--- src/rtl/core/mts_pkg.sv ---
// Shared types and constants of the multi-timer scheduler.
package mts_pkg;

   // command codes on req_cmd
   localparam logic [2:0] CMD_ADD       = 3'd0;
   localparam logic [2:0] CMD_DEL_ID    = 3'd1;
   localparam logic [2:0] CMD_DEL_OWNER = 3'd2;
   localparam logic [2:0] CMD_DEL_PARAM = 3'd3;
   localparam logic [2:0] CMD_TICK      = 3'd4;

   // result kinds on rsp_kind
   localparam logic [1:0] KIND_ADD    = 2'd0;
   localparam logic [1:0] KIND_DEL    = 2'd1;
   localparam logic [1:0] KIND_EXPIRE = 2'd2;

   localparam logic [31:0] MIN_PERIOD     = 32'd10;
   localparam logic [15:0] REPEAT_FOREVER = 16'hFFFF;
   localparam logic [47:0] TIME_MAX       = 48'hFFFF_FFFF_FFFF;
   localparam logic [5:0]  REMOVED_MAX    = 6'd63;

   // one timer table entry
   typedef struct packed {
      logic [31:0] id;
      logic [15:0] owner;
      logic [31:0] param;
      logic [31:0] period;
      logic [15:0] repeat_lim;
      logic [31:0] count;
      logic [47:0] start;
      logic [47:0] due;
      logic [31:0] order;
   } entry_type;

endpackage

--- src/rtl/core/mts_due_unit.sv ---
// Due time unit: start + period * (count + 1), saturated, in registered stages.
module mts_due_unit (
   input  logic        clock,
   input  logic        reset,
   input  logic        go,
   input  logic [31:0] period,
   input  logic [31:0] count,
   input  logic [47:0] start,
   output logic        done,
   output logic [47:0] due
);

   logic        v1_ff;
   logic [63:0] mul_ff;
   logic [31:0] per_ff;
   logic [47:0] st_ff;
   logic        done_ff;
   logic [47:0] due_ff;
   logic [64:0] prod;
   logic [64:0] sum;

   // stage 1: period * count; the extra period is added in stage 2
   always_ff @(posedge clock) begin
      if (reset) begin
         v1_ff <= 1'b0;
      end else begin
         v1_ff <= go;
      end
      mul_ff <= 64'(period) * 64'(count);
      per_ff <= period;
      st_ff  <= start;
   end

   assign prod = {1'b0, mul_ff} + {33'd0, per_ff};
   assign sum  = {17'd0, st_ff} + prod;

   // stage 2: add start and saturate at the top of the time range
   always_ff @(posedge clock) begin
      if (reset) begin
         done_ff <= 1'b0;
      end else begin
         done_ff <= v1_ff;
      end
      due_ff <= (sum[64:48] != 17'd0) ? mts_pkg::TIME_MAX : sum[47:0];
   end

   assign done = done_ff;
   assign due  = due_ff;

endmodule

--- config.mk ---
export PLATFORM = sky130hd
export DESIGN_NAME = mts_due_unit
export DESIGN_NICKNAME = d
export VERILOG_FILES = /design/src/rtl/core/mts_pkg.sv /design/src/rtl/core/mts_due_unit.sv
export SDC_FILE = /design/constraint.sdc
export NUM_CORES = 2
export LEC_CHECK = 0
export BUFFER_PORTS_ARGS = -buffer_cell sky130_fd_sc_hd__buf_4
export CORE_ASPECT_RATIO = 0.8
export CORE_MARGIN = 5
export CORE_UTILIZATION = 58
export CTS_CLUSTER_DIAMETER = 40
export CTS_CLUSTER_SIZE = 14
export DETAILED_ROUTE_END_ITERATION = 6
export PLACE_DENSITY = 0.75
export SLEW_MARGIN = 25
export SYNTH_ARGS = -nofsm -noshare
export SYNTH_HDL_FRONTEND = slang
export SYNTH_SLANG_ARGS = --single-unit
--- constraint.sdc ---
create_clock -name clock -period 8.76 [get_ports clock]
set_clock_uncertainty 0.2 [all_clocks]
set_input_delay 0.876 -clock clock [delete_from_list [all_inputs] [get_ports clock]]
set_output_delay 0.876 -clock clock [all_outputs]
set_load 0.005 [all_outputs]
## Yosys cells after proc, flatten, opt, wreduce, memory -nomap -nowiden

Cells that the tools add are included.

| word-level totals | value |
|---|---|
| input port bits | 115 |
| logic and storage cells | 10 |
| bits in registers | 194 |

| cells by class | value |
|---|---|
| $mul | 1 |
| $add $sub $neg | 2 |
| reduce and logical (&&, ||, !) cells | 1 |

Operators with widths:

| operator | number |
|---|---|
| 48-bit by 65-bit adder with 65-bit output | 1 |
| 64-bit by 32-bit adder with 65-bit output | 1 |
| 32-bit by 32-bit multiplier with 64-bit output | 1 |
| 17-bit nonzero test | 1 |

## Longest topological paths before layout

| logic depth | value |
|---|---|
| depth after elaboration | 3 |
| depth in mapped cells | 29 |
| mapped depth without buffers | 27 |

## Worst setup path before layout

OpenSTA, ideal clock, no wires.

| timing | value |
|---|---|
| path type | input-to-reg |
| start point | input count[11] |
| end point | register mul_ff[63] |
| cell stages on the path | 25 |
| buffers on the path | 2 |
| data required time | 8446 ps |
| setup time | 114 ps |
| setup slack | 771 ps |
| arrival time | 7675 ps |
| cells stage by stage | clkbuf_1 > nand2_1 > fa_1 > inv_1 > fa_1 > inv_1 > fa_1 > inv_1 > fa_1 > inv_1 > fa_1 > fa_1 > fa_1 > fa_1 > inv_1 > ha_1 > clkbuf_1 > nand4_1 > nor4_1 > o211ai_1 > a211oi_1 > o21ai_0 > a311oi_1 > mux2i_1 > a2111oi_0 |

| between the ends | value |
|---|---|
| longest elaborated chain between the ends | 1 |

Ends and longest elaborated chain:

| what | RTL line | RTL |
|---|---|---|
| from (decl) | mts_due_unit.sv:7 | `input logic [31:0] count,` |
| 32-bit by 32-bit multiplier with 64-bit output | mts_due_unit.sv:29 | `mul_ff <= 64'(period) * 64'(count);` |
| to (signal assigned) | mts_due_unit.sv:29 |  |
| to (decl) | mts_due_unit.sv:14 | `logic [63:0] mul_ff;` |

Every way passes these cells.
A chain may end at the register's enable or synchronous reset.

## Worst setup path after layout

| timing | value |
|---|---|
| start point | input count[5] |
| end point | register mul_ff[56] |

Same word-level chain as after synthesis.

==> metrics.md <==
| Metric | Value |
|---|---|
| Status | finished, final reports clean |
| Slew HR | around 44% |
| Grt ovf | 0 |
| Number of flops mapped to enable cells by yosys | 0 |
| Top FF cell, synth | dfxtp_1 |
| Netlist cell types | 87 |
| # Post-CTS Setup Buffers | 0 |
| Synthesis Warnings | 0 |
| Largest family of logic cells by synthesized area | adder cells |
| Core ar. | 72200 µm² |
| R2R Setup Slk | 3.59 ns |
| First-pass GRT wire length | around 190 mm |
| Chip Width | 312 µm |
| Fmax | 120 MHz |
| Tmin final | between 8 and 9 ns |
| Mux share of post-synthesis cell area | 0.192% |
| Mapped Area | 42400 µm² |
| Crit path kind | input port to register |
| Vias/cell | 5.68 |
| Slowest-stage cell, CP | fa_1 |
| Post-synth top area cell | fa_1 |
| Port buffer count | roughly 160 |
| 1st-pass router iterations | 6 |
| Post-route core utilization | 62.2% |
| Flops & latches, synth | 194 |
| Final hold viol count | 0 |
| Gpl congestion | roughly 0.96 |
| R2R depth | 15 |
| Crit path capture | mul_ff[56] |
| Share of layout cells above drive strength 1 | under 10% |
| Worst-skew pair later-pin latency | 0.46 ns |
| Post-route ant nets | 0 |
| Initial antenna violation count | 1 |
| Post-synthesis adder-cell area fraction | about 54% |
| GR peak layer | met2 |
| Crit path from | count[5] |
| Met1 Use GR | 39.6% |
| Post-Syn Area per Cell | about 9 µm² |
| Worst-path clk slew | 0.08 ns |
| Overall routing resource usage | 29.9% |
| GRT met3 Usage | 5.55% |
| Seq/Total Area, Yosys | 9.16% |
| Worst Hold Class | register to register |
| CP most frequent cell | fa_1 |
| Worst-margin pin slew | ~0.83 ns |
| Initial core utilization | between 50% and 60% |
| Top cell type's share of synthesized area | 43.9% |
| CTS root buf | clkbuf_16 |
| Max-slew violations | 0 |
| Final Non-Filler Cells | 5550 |
| Iter 0 DRT Violations | 2247 |
| Synth Area in Simple Gates | 17.7% |
| Area of placed instances | 44300 µm² |
| Clk buf depth | 2 |
| RSZ-0062 raised after global routing | no |
| Placed insts | 5517 |
| RR Endpoint | due[47] |
| Clk sink count | 194 |
| Finished Cell Area | 44900 µm² |
| # setup viols final | 0 |
| FP Rows | 88 |
| Synth Area in XOR/XNOR | 2.17% |
| Worst Setup Start Kind | input port |
| Post-Synthesis Cells | 4593 |
| Crit-path max cell delay | 0.56 ns |
| DRT Wirelength | 115 mm |
| Via count of the first global-routing pass | 33754 |
| Avg WL per Cell | 20.8 µm |
| Largest net degree at the start of global routing | around 50 |
| Critical Path AT | 8.47 ns |
| Routed vias | between 30000 and 40000 |
| CTS tree | done |
| H-tree levels | 4 |
| DRC viols | 0 |
| Crit share post-route | between 90% and 100% |
| # Max-Cap Violations | 0 |
| Layout Nets | 5962 |
| Clock buffer count from CTS | 17 |
| Critical Path Sink Type | register |
| GR Layer Usage met2 | between 50 and 60% |
| Area growth syn-to-layout | 5.90% |
| Synthesized net count | 5964 |
| Synth async-reset ratio | 0% |
| Die Area | 78600 µm² |
| HPWL after DPL | between 90 and 100 mm |
| Worst Path Required | 8.89 ns |
| FF-to-FF Start | mul_ff[1] |
| Synth area leaders | fa_1, ha_1, dfxtp_1, and2_1, inv_1 |
| Synth Area in Compound Gates | under 10% |
| Ports | around 160 |
| Die span in y | 252 µm |
| Crit-path max FO | 22 |
Yosys cell counts, types with 39 or more instances:
cell,count
dfxtp_1,194
ha_1,327
a21o_1,71
nor2_1,70
inv_1,914
xnor2_1,66
o21ai_0,66
fa_1,929
nand2_1,544
and2_1,596
nand4_1,70
clkbuf_1,225
xor2_1,39
a21oi_1,141
area by class of cell:
cell class / instances / area (µm²)
repair buffers: 234 / 1760
inverters: 914 / 3430
diodes: 2 / 5.00
fillers: 6102 / 27300
flip-flops and latches: 194 / 3880
well taps: 945 / 1180
clock buffers: 17 / 425
clock inverters: 14 / 189
multi-input cells: 3230 / 34000
stage by stage:
stage	setup TNS [ns]	worst slack, ns	hold WS [ns]
after floorplan	0	0.771	0.214
after detailed placement	-0.0489	-0.0489	0.263
after CTS	0	0.377	0.275
after global routing	0	0.0544	0.280
final	0	0.427	0.261
after global placement	0	0.0863	0.259
kinds of logic after synthesis:
family                   count (synthesis)
buffers and inverters                 1169
flip-flops                             194
XOR/XNOR                               105
adder cells (fa/ha/maj)               1256
AO/OA/AOI/OAI                          427
AND/OR/NAND/NOR                       1434
multiplexers                             8
flip-flops by register name, summed over array words and instances (netlist names):
register	count
done	1
v1_ff	1
due	48
st_ff	48
per_ff	32
mul_ff	64
how the worst min path moves through the flow:
stage               startpoint    to  slack (ns)  cells past startpoint
floorplan                v1_ff  done        0.21                      1
global placement         v1_ff  done        0.26                      1
CTS                      v1_ff  done        0.28                      1
finish                   v1_ff  done        0.26                      1
global route             v1_ff  done        0.28                      1
detailed placement       v1_ff  done        0.26                      1
worst max-delay path: cells and delay by family:
kind | cells | cell delay, ns
buffers and inverters | 7 | 0.79
and+or+nand+nor | 4 | 0.86
AOI/OAI and AO/OA | 7 | 1.53
adders and majority gates | 9 | 4.39
layer usage:
metal / vias to the layer above / part of all wire, %
li1: 13905 / -
met1: 16061 / 40
met2: 1287 / 48
met3: 296 / 7.7
met4: 0 / 4.2
met5: - / 0
cells in the final DEF, fill, tap and decap left out, drive strengths merged, types with 13 or more instances in the layout:
master	synthesis	layout
nand4	80	80
nor3	27	27
nand2	545	545
a21oi	141	141
xnor2	66	66
nor2b	15	15
o21a	15	15
clkbuf	226	17
nor2	70	70
nand2b	13	13
o21bai	13	13
ha	327	327
inv	914	922
a31oi	21	21
and2	596	596
buf	29	234
o21ai	71	71
dfxtp	194	194
fa	929	929
a21o	71	71
nand3	31	31
xor2	39	39
what timing repair did:
item | 4_1_cts | 5_1_grt
resized for setup | 0 | 2
hold buffers | 0 | 0
setup endpoints to repair | 0 | 3
Power is not shown: default switching activity piles up to over one toggle a cycle in this logic, so the estimate is an artifact.
